`src/tlbse_pkg.sv`:
```
package tlbse_pkg;

    localparam int MAX_SIDE = 4096;
    localparam int ROW_W    = $clog2(MAX_SIDE + 1);
    localparam int LIM_W    = 15;
    localparam int PW       = ROW_W + 13;

    localparam int QDEPTH = 4;
    localparam int QAW    = $clog2(QDEPTH);

    localparam logic [1:0] OP_HDR = 2'd0;
    localparam logic [1:0] OP_PIX = 2'd1;
    localparam logic [1:0] OP_END = 2'd2;

    localparam logic [1:0] SRC_USER = 2'd0;
    localparam logic [1:0] SRC_BAND = 2'd1;
    localparam logic [1:0] SRC_BOX  = 2'd2;

    localparam logic [1:0] CFG_VIS  = 2'd0;
    localparam logic [1:0] CFG_USER = 2'd1;
    localparam logic [1:0] CFG_PAD  = 2'd2;

    localparam logic [7:0]  INK_MIN   = 8'd16;
    localparam logic [15:0] SCALE_MIN = 16'd2048;
    localparam logic [15:0] SCALE_MAX = 16'd10240;

    typedef enum logic [1:0] {
        K_NONE,
        K_HDR,
        K_FRAME
    } t_kind;

    typedef enum logic [1:0] {
        JOB_BAND,
        JOB_HDR,
        JOB_FRAME
    } t_job;

    typedef enum logic [3:0] {
        S_IDLE,
        S_B_MUL0,
        S_B_MUL1,
        S_B_MUL2,
        S_B_TEST,
        S_B_ACC,
        S_KIND,
        S_H_ACC,
        S_F_CHK,
        S_F_MUL0,
        S_F_MUL1,
        S_F_MUL2,
        S_F_CLAMP,
        S_F_EMIT,
        S_DIV_GO,
        S_DIV_WAIT
    } t_back_state;

    typedef struct packed {
        logic [1:0]  op;
        logic [11:0] part_height;
        logic [12:0] part_display_height;
        logic        has_pixels;
        logic [7:0]  alpha;
        logic        row_last;
    } t_item;

    typedef struct packed {
        logic             band;
        logic [ROW_W-1:0] rows;
        logic [11:0]      band_h;
        logic [12:0]      band_dh;
        t_kind            kind;
        logic [11:0]      hdr_h;
        logic [12:0]      hdr_dh;
    } t_evt;

    typedef struct packed {
        logic [12:0] vis;
        logic [15:0] user;
        logic [7:0]  pad;
    } t_cfg;

    typedef struct packed {
        logic        start;
        logic [63:0] n;
        logic [47:0] d;
    } t_div_req;

    typedef struct packed {
        logic        done;
        logic [63:0] q;
    } t_div_rsp;

endpackage

```
`src/tlbse_fifo.sv`:
```
module tlbse_fifo
    import tlbse_pkg::*;
(
    input  logic i_clk,
    input  logic i_rst_n,
    input  logic i_push,
    input  t_evt i_evt,
    output logic o_full,
    input  logic i_pop,
    output t_evt o_evt,
    output logic o_empty
);

    t_evt           r_mem [QDEPTH];
    logic [QAW-1:0] r_wp;
    logic [QAW-1:0] r_rp;
    logic [QAW:0]   r_cnt;

    assign o_full  = (r_cnt == (QAW+1)'(QDEPTH));
    assign o_empty = (r_cnt == '0);
    assign o_evt   = r_mem[r_rp];

    always_ff @(posedge i_clk) begin
        if (i_push) begin
            r_mem[r_wp] <= i_evt;
        end
    end

    always_ff @(posedge i_clk) begin
        if (!i_rst_n) begin
            r_wp  <= '0;
            r_rp  <= '0;
            r_cnt <= '0;
        end else begin
            if (i_push) begin
                r_wp <= r_wp + QAW'(1);
            end
            if (i_pop) begin
                r_rp <= r_rp + QAW'(1);
            end
            r_cnt <= r_cnt + (QAW+1)'(i_push) - (QAW+1)'(i_pop);
        end
    end

endmodule

```
`config.mk`:
```
export PLATFORM = sky130hd
export DESIGN_NAME = tlbse_fifo
export DESIGN_NICKNAME = d
export VERILOG_FILES = /design/src/tlbse_pkg.sv /design/src/tlbse_fifo.sv
export SDC_FILE = /design/constraint.sdc
export NUM_CORES = 1
export LEC_CHECK = 0
export BUFFER_PORTS_ARGS = -buffer_cell sky130_fd_sc_hd__buf_2
export CORE_ASPECT_RATIO = 0.5
export CORE_MARGIN = 2
export CORE_UTILIZATION = 30
export DETAILED_ROUTE_END_ITERATION = 16
export PLACE_DENSITY = 0.47
export SYNTH_ARGS = -nofsm -noshare
export SYNTH_HDL_FRONTEND = slang
export SYNTH_SLANG_ARGS = --single-unit
export TNS_END_PERCENT = 100
```
`constraint.sdc`:
```
create_clock -name i_clk -period 3.25 [get_ports i_clk]
set_input_delay 0.1625 -clock i_clk [delete_from_list [all_inputs] [get_ports i_clk]]
set_output_delay 0.1625 -clock i_clk [all_outputs]
set_load 0.02 [all_outputs]
```
Word level (Yosys, flattened, before mapping)
Memories as Yosys holds them, arrays and structs flattened. A register that Yosys moved wholly into a read port is not among the register bits.
Index checks and enable logic that the tools add are counted.
{"block": "classes", "n_reduce_logical": 1, "n_lt_le_gt_ge": 0, "add_sub_neg": 4, "bitwise": 0, "shifts": 0, "mux": 4, "mul": 0, "div_mod_pow": 0, "eq_ne": 1}
{"op": "2-bit by 1-bit adder with 2-bit output, second input constant", "count": 2}
{"op": "2-bit 2-to-1 mux", "count": 2}
{"op": "3-bit by 1-bit adder with 3-bit output", "count": 1}
{"op": "3-bit == test, second input constant", "count": 1}
{"op": "3-bit zero test", "count": 1}
{"op": "3-bit by 1-bit subtractor with 3-bit output", "count": 1}
{"op": "1-bit 2-to-1 mux", "count": 2}
{"block": "word_totals", "input_bits": 70, "out_inout_bits": 68, "latch_bits": 0, "word_cells": 14, "ramBits": 264, "reg_bits": 7, "romBits": 0, "memories": 1}
{"memory": "r_mem", "words": 4, "word_bits": 66, "rd": 1, "rd_clocked_by_memory_dff": 1, "wr": 1, "line_no": "tlbse_fifo.sv:14", "text": "t_evt r_mem [QDEPTH];"}

Longest topological paths before layout
Gate-level depths: netlist (run 1).
{"block": "logic_depth", "word_depth": 3, "mapped_depth": 7, "ltp_nobuf": 7}

Worst setup path after synthesis (run 1)
OpenSTA, ideal clock, no wires.
{"block": "synth_timing", "kind": "reg-to-reg", "startpoint": "register r_wp[0]", "endpoint": "memory r_mem[0][0] (netlist bit) (enable)", "required_time_ns": 2.819, "arrival_time_ns": 2.093, "path_slack_ns": 0.727, "setup_ns": 0.431, "period_less_slack_ns": 2.523, "stages_incl_launch_ff": 4, "n_path_buf": 0, "path_cell_list": "dfxtp_1 -> inv_1 -> ha_1 -> and2_1"}
{"item": "start, declared", "line_no": "tlbse_fifo.sv:15", "text": "logic [QAW-1:0] r_wp;"}
{"item": "start signal, assigned", "line_no": "tlbse_fifo.sv:36", "text": "r_wp <= r_wp + QAW'(1);"}
{"item": "end, declared", "line_no": "tlbse_fifo.sv:14"}
No word-level cell before the write port.

==> impl_summary.txt, run 1 <==
----------------------------------------------------
[Route]
  Average wire per standard cell ... ~19 um
  Count of unresolved DRC violations after routing ... 0
  Detail Route Antenna Nets ... 0
  Post-Route WL ... 20,000 um
  First-pass DRT Iterations ... 4
  Overall via count from detail_route ... between 4,000 and 5,000
  Via density per instance ... between 4 and 5
  Number of design-rule violations left by the first detailed-router iteration ... around 190

[Layout]
  Post-synthesis to final-layout area growth ... 28.8%
  Antenna Diode Count ... 0
  Fill count ... between 2,000 and 3,000
  FF+latch area ... about 0.0081 mm2
  Layout cells sized above 1 ... about two fifths
  Most frequent cells in the layout ... sky130_fd_sc_hd__edfxtp_1, sky130_fd_sc_hd__buf_2, sky130_fd_sc_hd__dlygate4sd3_1
  Final net count ... about 690
  Fraction of the core area covered by cells at the end of the flow ... 39.0%
  Multi-input combinational cell area ... 0.00173 mm2
  Most common library cell in the layout ignoring fill and taps ... sky130_fd_sc_hd__edfxtp_1

[Run status]
  Run status ... finished, final reports clean

[Clock tree]
  Post-cts hold buffer count ... just under 70
  CTS tree ... built
  Maximum clock insertion buffer count ... 3
  CTS clock-pin slew for the worst setup and hold paths ... 0.06 ns
  TritonCTS sink count ... ~270
  Htree depth ... 1
  Post-CTS setup buffer count ... 0
  CTS-repair resized insts ... 0
  CTS Root Cell ... sky130_fd_sc_hd__clkbuf_16
  Clock buffers created by TritonCTS ... 28
  Clock latency of the later-clocked register in the worst-skew pair ... between 0.5 and 0.6 ns

[Job]
  Maxcap violations ... 0

[Power and ir drop]
  Total power draw ... 0.00815 W
  Cell Pwr Density ... between 600 and 700 mW/mm2
  VDD IR-drop max ... between 300 and 400 uV
  Leakage power ... roughly 4.3 nW

[Global route]
  GRT Total Usage ... 11.8%
  Total gr overflow ... 0
  Largest net degree at the start of global routing ... 50
  Wire length of the first global-routing pass ... ~31,000 um
  Number of global-route vias before repair ... 5,073
  Number of antenna violations at the first check in global routing ... 0

[Floorplanning]
  Count of pins on the block boundary ... 138
  Horiz. Die Dim ... approximately 260 um
  Die area ... 0.0348 mm2
  Initial Utilization ... ~30%
  Count of standard-cell rows ... between 40 and 50
  Area of the placeable core ... roughly 0.033 mm2
  Height of the chip ... between 100 and 150 um

[Logic synthesis]
  Post-Syn Area ... around 0.010 mm2
  Synth cell types ... 20
  Count of warnings emitted by yosys ... 0
  Mean instance size in the synthesized netlist ... approximately 26 um2
  Seq cells post-synth ... 273
  Sequential area share after synthesis ... a little over 80%
  Count of mapped cells out of synthesis ... 387
  Total nets after synthesis ... approximately 460

[Placed design]
  Hpwl dp ... between 10,000 and 15,000 um
  Port Buf Inserts ... 137
  Routability cong. ... between 0.6 and 0.7

[Setup path]
  Logic depth of the worst register-to-register path ... 4
  Worst Setup Start Kind ... flip-flop
  Maximum fanout count along the critical path ... 19
  Kind of end point of the critical path ... output pin
  WP data arrival ... 2.29 ns
  Required time at the endpoint of the critical path ... 3.09 ns
  Terminus of the critical flop-to-flop path ... r_mem[2][24]
  Crit path capture ... o_evt[18]
  Worst R2R Setup Slack ... around 1.5 ns
  Worst R2R Start ... r_wp[0]
  Critical path class ... flip-flop to output pin

[Timing]
  Finish-stage setup viols ... 0
  Slew at the pin closest to its max-slew limit ... 0.595 ns
  Number of hold-slack violations in the final timing report ... 0
  Final worst path period share ... between 70% and 80%
  Final critical path time including I/O delays and setup ... between 2 and 2.5 ns
  RSZ-0062 raised after global routing ... false
  Slew headroom ... about 60%
  Fmax ... just over 400 MHz
  Final TNS setup ... 0 ns
  Final max-slew violation count ... 0
  Setup skew after layout ... between 0.009 and 0.01 ns

[Worst hold path]
  Class of the most critical hold timing path ... primary input to flip-flop

----------------------------------------------------
## critical path, cell delays in order, from the launching register on
cell	delay (ns)
sky130_fd_sc_hd__dfxtp_4	0.62
sky130_fd_sc_hd__buf_4	0.38
sky130_fd_sc_hd__mux4_2	0.55
sky130_fd_sc_hd__buf_2	0.18
## layer usage
metal | global-route usage, % | share of wire, % | up-vias
li1 | - | - | 2113
met1 | 15.4 | 42 | 2515
met2 | 20.2 | 52 | 65
met3 | 2.55 | 3.5 | 22
met4 | 2.81 | 1.8 | 0
met5 | 0 | 0 | -
## layout make-up
| class | count | area share [%] |
|---|---|---|
| Clock buffer | 39 | 6.18 |
| Tap cell | 441 | 4.30 |
| Multi-Input combinational cell | 93 | 13.5 |
| Sequential cell | 273 | 63.2 |
| Inverter | 7 | 0.205 |
| Clock inverter | 12 | 0.848 |
| Timing Repair Buffer | 213 | 11.7 |
## sequential cells by signal, indices dropped and copies added (netlist names), named ones only
| name | cells |
|---|---|
| r_mem | 264 |
| r_wp | 2 |
| r_rp | 2 |
| r_cnt | 3 |
## worst min-delay path by stage
stage,start,to,slack [ns],depth (start not counted)
global route,i_evt[27],r_mem[0][27],0.36,2
CTS,i_evt[38],r_mem[2][38],0.34,2
detailed placement,i_evt[59],r_mem[3][59],0.38,1
global placement,i_evt[63],r_mem[3][63],0.38,1
finish,i_evt[45],r_mem[2][45],0.37,2
floorplan,i_evt[0],r_mem[0][0],0.26,0
## synth_stat cells
cell type,number,share of area (%)
sky130_fd_sc_hd__buf_6,5,0.57
sky130_fd_sc_hd__clkbuf_1,2,0.075
sky130_fd_sc_hd__a21bo_2,1,0.10
sky130_fd_sc_hd__inv_1,7,0.26
sky130_fd_sc_hd__buf_4,2,0.15
sky130_fd_sc_hd__dfxtp_1,9,1.8
sky130_fd_sc_hd__nor3_1,1,0.050
sky130_fd_sc_hd__nor2_1,5,0.19
sky130_fd_sc_hd__mux4_2,66,15
sky130_fd_sc_hd__a21oi_1,1,0.050
sky130_fd_sc_hd__xor3_1,1,0.24
sky130_fd_sc_hd__ha_1,6,0.75
sky130_fd_sc_hd__buf_2,5,0.25
sky130_fd_sc_hd__edfxtp_1,264,80
sky130_fd_sc_hd__nand3b_1,1,0.075
sky130_fd_sc_hd__and2_1,6,0.38
sky130_fd_sc_hd__xnor2_1,2,0.18
sky130_fd_sc_hd__fa_1,1,0.20
sky130_fd_sc_hd__mux2i_1,1,0.10
sky130_fd_sc_hd__and3_1,1,0.063
## power by group
group          internal [W]  switching [W]
sequential          0.00404      0.0000680
clock               0.00185        0.00128
combinational      0.000410       0.000496
## cells by family after synthesis
family	count (synthesis)	synth area share (%)
DFF	273	81.4
muxes	67	15.0
buffers and inverters	21	1.31
and+or+nand+nor	14	0.754
adders and majority gates	7	0.955
xor gates and xnor gates	3	0.415
AOI/OAI and AO/OA	2	0.151
## metrics by stage
stage / instances / area [um2] / hold slack, ns / setup WS (ns)
finish: 1078 / 12800 / 0.373 / 0.794
global route: 1078 / 12800 / 0.358 / 0.599
CTS: 1078 / 12800 / 0.345 / 0.692
detailed placement: 958 / 11200 / 0.379 / 1.28
global placement: 958 / 11200 / 0.376 / 1.30
floorplan: 387 / 9960 / 0.261 / 0.727
Note: power is estimated with default switching activity, not from simulation.
==> run 2: changes to the inputs <==
--- a/config.mk
+++ b/config.mk
@@ -10,7 +10,7 @@
 export CORE_MARGIN = 2
 export CORE_UTILIZATION = 30
 export DETAILED_ROUTE_END_ITERATION = 16
-export PLACE_DENSITY = 0.47
+export PLACE_DENSITY = 0.49
 export SYNTH_ARGS = -nofsm -noshare
 export SYNTH_HDL_FRONTEND = slang
 export SYNTH_SLANG_ARGS = --single-unit
==> constraint.sdc (replaced) <==
create_clock -name i_clk -period 2.2 [get_ports i_clk]
set_input_delay 0.11 -clock i_clk [delete_from_list [all_inputs] [get_ports i_clk]]
set_output_delay 0.11 -clock i_clk [all_outputs]
set_load 0.02 [all_outputs]
==> run 2 against run 1 <==
Net effect: combinational power increased by 52%; clock-buffer cell count decreased by 10; setup slack got worse by 0.73 ns; routed wire length fell by 0.13%; sequential cell count is the same; via count down 0.62%; total power rose by 45%; hold slack got worse by 0.053 ns; non-clock buffer count rose by 1; critical path depth unchanged; critical endpoint is now o_evt[37]; largest cell class unchanged; highest routed layer unchanged.
==> impl_summary.txt, run 2 (synthesized netlist as in run 1, its figures left out) <==
----------------------------------------------------
[Run status]
  Run status ... finished, final reports clean (unchanged)

[Floorplanning]
  Height of the chip ... 133 um (unchanged)
  Count of pins on the block boundary ... 138 (unchanged)
  Count of standard-cell rows ... 47 (unchanged)
  Area of the placeable core ... 0.0329 mm2 (unchanged)
  Horiz. Die Dim ... 262 um (unchanged)
  Die area ... 0.0348 mm2 (unchanged)
  Initial Utilization ... 30.3% (unchanged)

[Global route]
  Largest net degree at the start of global routing ... 67 (was 50)
  Number of antenna violations at the first check in global routing ... 0 (unchanged)
  GRT Total Usage ... 11.7% (was 11.8%)
  Total gr overflow ... 0 (unchanged)
  Wire length of the first global-routing pass ... 30,700 um (about the same)
  Number of global-route vias before repair ... 5,223 (was 5,073)

[Clock tree]
  Clock latency of the later-clocked register in the worst-skew pair ... 0.54 ns (was 0.53 ns)
  Htree depth ... 1 (unchanged)
  CTS-repair resized insts ... 0 (unchanged)
  TritonCTS sink count ... 273 (unchanged)
  CTS clock-pin slew for the worst setup and hold paths ... 0.07 ns (was 0.06 ns)
  CTS tree ... built (unchanged)
  Post-CTS setup buffer count ... 0 (unchanged)
  Clock buffers created by TritonCTS ... 26 (was 28)
  CTS Root Cell ... sky130_fd_sc_hd__clkbuf_16 (unchanged)
  Maximum clock insertion buffer count ... 3 (unchanged)

[Setup path]
  Critical-path cell with the highest stage delay ... sky130_fd_sc_hd__mux4_2 (was sky130_fd_sc_hd__dfxtp_4)
  Terminus of the critical flop-to-flop path ... r_cnt[2] (was r_mem[2][24])
  Kind of end point of the critical path ... output pin (unchanged)
  Worst R2R Start ... r_cnt[0] (was r_wp[0])
  Required time at the endpoint of the critical path ... 2.09 ns (was 3.09 ns)
  Worst Setup Start Kind ... flip-flop (unchanged)
  Maximum fanout count along the critical path ... 29 (was 19)
  WP data arrival ... 2.02 ns (was 2.29 ns)
  Buffer and inverter count on the worst path ... 2 (unchanged)
  Delay of the slowest critical-path stage ... 0.55 ns (was 0.62 ns)
  Family with the most delay on the worst path ... multiplexers (was flip-flops)
  CP Cell Sequence ... buf_12 > mux4_2 > buf_2 (was buf_4 > mux4_2 > buf_2)
  Worst R2R Setup Slack ... 0.43 ns (was 1.48 ns)
  Critical path class ... flip-flop to output pin (unchanged)
  Logic depth of the worst register-to-register path ... 7 (was 4)

[Job]
  Maxcap violations ... 0 (unchanged)

[Layout]
  Registers with the most flip-flops ... r_mem x264, r_cnt x3 (unchanged)
  Fill count ... 2,973 (was 2,972)
  Most common library cell in the layout ignoring fill and taps ... sky130_fd_sc_hd__edfxtp_1 (unchanged)
  Register bank with the most flops ... r_mem (unchanged)
  Layout cells sized above 1 ... 40.9% (was 40.0%)
  Flip-flop count of the largest register after layout ... 264 (unchanged)
  Antenna Diode Count ... 0 (unchanged)
  Post-synthesis to final-layout area growth ... 28.4% (was 28.8%)
  Final net count ... 692 (was 693)
  Most frequent cells in the layout ... sky130_fd_sc_hd__edfxtp_1, sky130_fd_sc_hd__buf_2, sky130_fd_sc_hd__dlygate4sd3_1 (unchanged)
  Post-layout instance area ... 0.0128 mm2 (about the same)

[Timing]
  Worst hold margin ... 0.320 ns (was 0.373 ns)
  Slew at the pin closest to its max-slew limit ... 0.469 ns (was 0.595 ns)
  Final TNS setup ... 0 ns (unchanged)
  Setup skew after layout ... 0.00762 ns (was 0.00990 ns)
  Fmax ... ~470 MHz
  Final max-slew violation count ... 0 (unchanged)
  Final critical path time including I/O delays and setup ... between 2 and 2.5 ns
  RSZ-0062 raised after global routing ... true (was false)
  Final worst path period share ... 97.0%
  Slew headroom ... 68.7% (was 60.3%)
  Number of hold-slack violations in the final timing report ... 0 (unchanged)
  Finish-stage setup viols ... 0 (unchanged)

[Route]
  Detail Route Antenna Nets ... 0 (unchanged)
  Count of unresolved DRC violations after routing ... 0 (unchanged)
  Number of design-rule violations left by the first detailed-router iteration ... 262 (was 193)
  Overall via count from detail_route ... 4,686 (was 4,715)
  Post-Route WL ... 20,000 um (about the same)
  Average wire per standard cell ... 18.6 um (about the same)
  Via density per instance ... 4.36 (was 4.37)
  First-pass DRT Iterations ... 4 (unchanged)

[Worst hold path]
  Cell depth of the worst min-delay path ... 2 (unchanged)
  Hold path startpoint ... i_evt[35] (was i_evt[45])
  WHS Endpoint ... r_mem[1][35] (was r_mem[2][45])
  Class of the most critical hold timing path ... primary input to flip-flop (unchanged)

[Power and ir drop]
  Cell Pwr Density ... 925 mW/mm2 (was 635 mW/mm2)
  Leakage power ... 4.30 nW (was 4.33 nW)
  VDD IR-drop max ... 465 uV (was 362 uV)

[Placed design]
  Routability cong. ... 0.662 (was 0.647)
  Port Buf Inserts ... 137 (unchanged)
  Post-place instance area ... 0.0113 mm2 (was 0.0112 mm2)
  Hpwl dp ... 10,700 um (was 11,600 um)

----------------------------------------------------
## run 2: layer usage
metal	track usage, %	up-vias	wire length, um
li1	-	2110	-
met1	15.1	2478	8420
met2	20.1	63	10500
met3	2.47	35	630
met4	3.35	0	504
met5	0	-	0
## run 2: cell type report
type                    count  area [um2]  area share [%]
clock buffers              29         683            5.34
clock inverters            19         159            1.24
inverters                   7        26.3           0.205
multi-input cells          93        1730            13.5
flip-flops and latches    273        8120            63.4
well taps                 441         552            4.31
repair buffers            214        1520            11.9
## run 2: what timing repair did
| action | CTS | global route |
|---|---|---|
| endpoints found under the hold margin | 273 | 0 |
| cloned | 0 | 0 |
| hold buffers | 69 | 0 |
| endpoints found under the setup margin | 2 | 52 |
## run 2: how the worst max path moves through the flow
stage / start / cells past startpoint / endpoint
2_1_floorplan: r_wp[0] / 3 / r_mem[2][0]
3_3_place_gp: r_cnt[0] / 7 / r_cnt[2]
4_1_cts: flip-flop / 3 / o_evt[45]
6_report: flip-flop / 3 / o_evt[37]
3_5_place_dp: r_cnt[0] / 7 / r_cnt[2]
5_1_grt: flip-flop / 3 / o_evt[37]
## run 2: where the power goes
part / switching [W] / internal [W]
Clock: 0.00193 / 0.00248
Sequential: 0.0000688 / 0.00597
Combinational: 0.000767 / 0.000614
## run 2: per-stage QoR
stage | setup WS (ns) | utilization, % | power, W | instances
after global placement | 0.489 | 34.3 | 0.00746 | 959
after detailed placement | 0.445 | 34.3 | 0.00748 | 959
final | 0.0658 | 38.9 | 0.0118 | 1076
after global routing | -0.0502 | 38.9 | 0.0123 | 1076
after floorplan | 0.395 | - | 0.00697 | 387
after CTS | -0.00464 | 38.9 | 0.0120 | 1076
==> run 3: changes to the inputs <==
--- a/config.mk
+++ b/config.mk
@@ -5,6 +5,7 @@
 export SDC_FILE = /design/constraint.sdc
 export NUM_CORES = 1
 export LEC_CHECK = 0
+export ABC_AREA = 1
 export BUFFER_PORTS_ARGS = -buffer_cell sky130_fd_sc_hd__buf_2
 export CORE_ASPECT_RATIO = 0.5
 export CORE_MARGIN = 2
==> run 3 against run 2 <==
Net effect: clock power grew 8.6%; clock-buffer cell count is 1 lower; register-to-register slack gained 0.06 ns; synthesized cell count grew 110%; routed wire length up 12%; total power increased by 2.7%; non-clock buffer count up 8; hold slack improved by 0.0087 ns; highest routed layer unchanged.
==> impl_summary.txt, run 3 <==
----------------------------------------------------
[Route]
  First-pass DRT Iterations ... 5 (was 4)
  Number of design-rule violations left by the first detailed-router iteration ... 318 (was 262)
  Overall via count from detail_route ... 6,531 (was 4,686)
  Post-Route WL ... 22,400 um (was 20,000 um)
  Via density per instance ... 4.25 (was 4.36)
  Count of unresolved DRC violations after routing ... 0 (unchanged)
  Average wire per standard cell ... 14.6 um (was 18.6 um)
  Detail Route Antenna Nets ... 0 (unchanged)

[Logic synthesis]
  Compound-gate portion of the synthesized area ... 11.2% (was 0.151%)
  Asr flop ratio synth ... 0% (unchanged)
  Post-Syn Area ... 0.0108 mm2 (was 0.00996 mm2)
  Cells taking the most area after synthesis ... sky130_fd_sc_hd__edfxtp_1, sky130_fd_sc_hd__inv_1, sky130_fd_sc_hd__nand2_1 (was sky130_fd_sc_hd__edfxtp_1, sky130_fd_sc_hd__mux4_2, sky130_fd_sc_hd__dfxtp_1)
  Post-Synth Adder-Cell Area ... 0.880% (was 0.955%)
  Main combinational cell family by area after synthesis ... compound AO/OA/AOI/OAI gates (was multiplexers)
  Mean instance size in the synthesized netlist ... 13.1 um2 (was 25.7 um2)
  Most common library cells after synthesis ... sky130_fd_sc_hd__edfxtp_1, sky130_fd_sc_hd__inv_1, sky130_fd_sc_hd__nand2_1 (was sky130_fd_sc_hd__edfxtp_1, sky130_fd_sc_hd__mux4_2, sky130_fd_sc_hd__dfxtp_1)
  Sequential area share after synthesis ... 75.0% (was 81.4%)
  Total nets after synthesis ... 903 (was 464)
  Count of mapped cells out of synthesis ... 826 (was 387)
  Cell with the most instances after synthesis ... sky130_fd_sc_hd__edfxtp_1 (unchanged)
  Mux share of post-synthesis cell area ... 0% (was 15.0%)
  Area share of and/or/nand/nor cells after synthesis ... 5.09% (was 0.754%)
  Leading register cell type out of synthesis ... sky130_fd_sc_hd__edfxtp_1 (unchanged)
  Xor and xnor area share after synthesis ... 0% (was 0.415%)
  Fraction of synthesized cell area taken by the top area cell type ... 73.3% (was 79.6%)
  Leading area contributor after synthesis ... sky130_fd_sc_hd__edfxtp_1 (unchanged)
  Count of warnings emitted by yosys ... 0 (unchanged)
  Number of enable-type register cells in the synthesized netlist ... 264 (unchanged)
  Seq cells post-synth ... 273 (unchanged)
  Synth cell types ... 16 (was 20)

[Clock tree]
  Clock buffers created by TritonCTS ... 27 (was 26)
  Post-CTS setup buffer count ... 0 (unchanged)
  CTS clock-pin slew for the worst setup and hold paths ... 0.06 ns (was 0.07 ns)
  Maximum clock insertion buffer count ... 3 (unchanged)
  Htree depth ... 1 (unchanged)
  CTS-repair resized insts ... 0 (unchanged)
  Clock latency of the later-clocked register in the worst-skew pair ... 0.54 ns (about the same)
  CTS Root Cell ... sky130_fd_sc_hd__clkbuf_16 (unchanged)
  CTS tree ... built (unchanged)
  Post-cts hold buffer count ... 70 (was 69)
  TritonCTS sink count ... 273 (unchanged)

[Floorplanning]
  Initial Utilization ... 30.3% (about the same)
  Count of pins on the block boundary ... 138 (unchanged)
  Horiz. Die Dim ... 272 um (was 262 um)
  Die area ... 0.0377 mm2 (was 0.0348 mm2)
  Area of the placeable core ... 0.0357 mm2 (was 0.0329 mm2)
  Count of standard-cell rows ... 49 (was 47)
  Height of the chip ... 138 um (was 133 um)

[Power and ir drop]
  Cell Pwr Density ... 887 mW/mm2 (was 925 mW/mm2)
  VDD IR-drop max ... 607 uV (was 465 uV)
  Register share of total power ... 49.4% (was 51.1%)
  Comb power frac ... 11.3% (was 11.7%)
  Leakage power ... 5.29 nW (was 4.30 nW)
  Total internal power ... 0.00926 W (was 0.00907 W)
  P_sw ... 0.00290 W (was 0.00277 W)
  Total power draw ... 0.0122 W (was 0.0118 W)
  Fraction of power spent switching nets ... 23.9% (was 23.4%)
  Part of the total power dissipated in the clock network ... 39.4% (was 37.3%)

[Setup path]
  Critical path class ... flip-flop to output pin (unchanged)
  Crit path capture ... o_evt[40] (was o_evt[37])
  Worst Setup Start Kind ... flip-flop (unchanged)
  Required time at the endpoint of the critical path ... 2.09 ns (about the same)
  Worst R2R Start ... r_wp[0] (was r_cnt[0])
  Terminus of the critical flop-to-flop path ... r_mem[3][60] (was r_cnt[2])
  Worst R2R Setup Slack ... 0.49 ns (was 0.43 ns)
  Maximum fanout count along the critical path ... 50 (was 29)
  Kind of end point of the critical path ... output pin (unchanged)
  WP data arrival ... 1.80 ns (was 2.02 ns)
  Logic depth of the worst register-to-register path ... 4 (was 7)

[Worst hold path]
  Hold path startpoint ... i_evt[59] (was i_evt[35])
  Class of the most critical hold timing path ... primary input to flip-flop (unchanged)

[Placed design]
  Hpwl dp ... 13,000 um (was 10,700 um)
  Port Buf Inserts ... 137 (unchanged)
  Routability cong. ... 0.723 (was 0.662)

[Global route]
  Largest net degree at the start of global routing ... 107 (was 67)
  Wire length of the first global-routing pass ... 34,900 um (was 30,700 um)
  Total gr overflow ... 0 (unchanged)
  Number of antenna violations at the first check in global routing ... 0 (unchanged)
  Number of global-route vias before repair ... 6,457 (was 5,223)
  GRT Total Usage ... 11.7% (about the same)

[Timing]
  Slew at the pin closest to its max-slew limit ... 0.528 ns (was 0.469 ns)
  Slew headroom ... 64.7% (was 68.7%)
  Fmax ... 522 MHz (was 469 MHz)
  RSZ-0062 raised after global routing ... false (was true)
  Final TNS setup ... 0 ns (unchanged)
  Final critical path time including I/O delays and setup ... 1.91 ns (was 2.13 ns)
  Final max-slew violation count ... 0 (unchanged)
  Final worst path period share ... 87.0% (was 97.0%)
  Setup skew after layout ... 0.00594 ns (was 0.00762 ns)
  Number of hold-slack violations in the final timing report ... 0 (unchanged)
  Finish-stage setup viols ... 0 (unchanged)

[Layout]
  Fraction of the core area covered by cells at the end of the flow ... 38.4% (was 38.9%)
  Layout cells sized above 1 ... 19.3% (was 40.9%)
  Flip-flop count of the largest register after layout ... 264 (unchanged)
  Multi-input combinational cell area ... 0.00185 mm2 (was 0.00173 mm2)
  Registers with the most flip-flops ... r_mem x264, r_cnt x3 (unchanged)
  Most frequent cells in the layout ... sky130_fd_sc_hd__edfxtp_1, sky130_fd_sc_hd__inv_1, sky130_fd_sc_hd__nand2_1 (was sky130_fd_sc_hd__edfxtp_1, sky130_fd_sc_hd__buf_2, sky130_fd_sc_hd__dlygate4sd3_1)
  FF+latch area ... 0.00812 mm2 (unchanged)
  Most common library cell in the layout ignoring fill and taps ... sky130_fd_sc_hd__edfxtp_1 (unchanged)
  Final net count ... 1,110 (was 692)
  Post-synthesis to final-layout area growth ... 26.9% (was 28.4%)
  Fill count ... 3,406 (was 2,973)
  Antenna Diode Count ... 0 (unchanged)
  Register bank with the most flops ... r_mem (unchanged)

[Job]
  Maxcap violations ... 0 (unchanged)

[Run status]
  Run status ... finished, final reports clean (unchanged)

----------------------------------------------------
[run 3: worst max-delay path: stages, from the launching register on]
cell	delay, ns
sky130_fd_sc_hd__dfxtp_4	0.38
sky130_fd_sc_hd__buf_12	0.19
sky130_fd_sc_hd__buf_12	0.24
sky130_fd_sc_hd__a21oi_1	0.09
sky130_fd_sc_hd__o21ai_1	0.08
sky130_fd_sc_hd__nand2_1	0.09
sky130_fd_sc_hd__buf_2	0.17
[run 3: worst min-delay path by stage]
stage	to	slack (ns)	cells past startpoint
after floorplan	flip-flop	0.20	1
after global placement	r_mem[1][19]	0.32	1
after detailed placement	r_mem[0][19]	0.32	1
after CTS	r_mem[2][13]	0.30	2
after global routing	r_mem[0][37]	0.31	2
final	r_mem[3][59]	0.33	2
[run 3: routing by layer]
metal | vias to the layer above | global-route usage, % | share of wire, %
li1 | 3286 | - | -
met1 | 3141 | 14.7 | 45
met4 | 0 | 2.69 | 1.4
met2 | 74 | 21.0 | 51
met5 | - | 0 | 0
met3 | 30 | 2.07 | 3.1
[run 3: cell families after synthesis]
logic type / Yosys count
AOI/OAI and AO/OA: 208
adders and majority gates: 7
buffers and inverters: 192
DFF: 273
and+or+nand+nor: 146
[run 3: final cells by class]
type	instances	share of cell area [%]
repair buffers	222	12.0
clock buffers	28	4.95
clock inverters	21	1.76
well taps	484	4.42
flip-flops and latches	273	59.2
multi-input cells	361	13.5
inverters	148	4.16
[run 3: through the flow]
stage	setup WS (ns)	hold slack [ns]	instances	area, um2
CTS	0.251	0.298	1537	13700
global placement	0.480	0.324	1418	12100
floorplan	0.164	0.202	826	10800
detailed placement	0.462	0.325	1418	12100
global route	0.114	0.310	1537	13700
finish	0.286	0.329	1537	13700
[run 3: power groups by stage]
stage / registers [W] / clock network [W] / logic, W
6_report: 0.00600 / 0.00479 / 0.00137
3_3_place_gp: 0.00611 / 0 / 0.00128
5_1_grt: 0.00602 / 0.00511 / 0.00152
4_1_cts: 0.00600 / 0.00492 / 0.00140
3_5_place_dp: 0.00611 / 0 / 0.00129
2_1_floorplan: 0.00610 / 0 / 0.000803
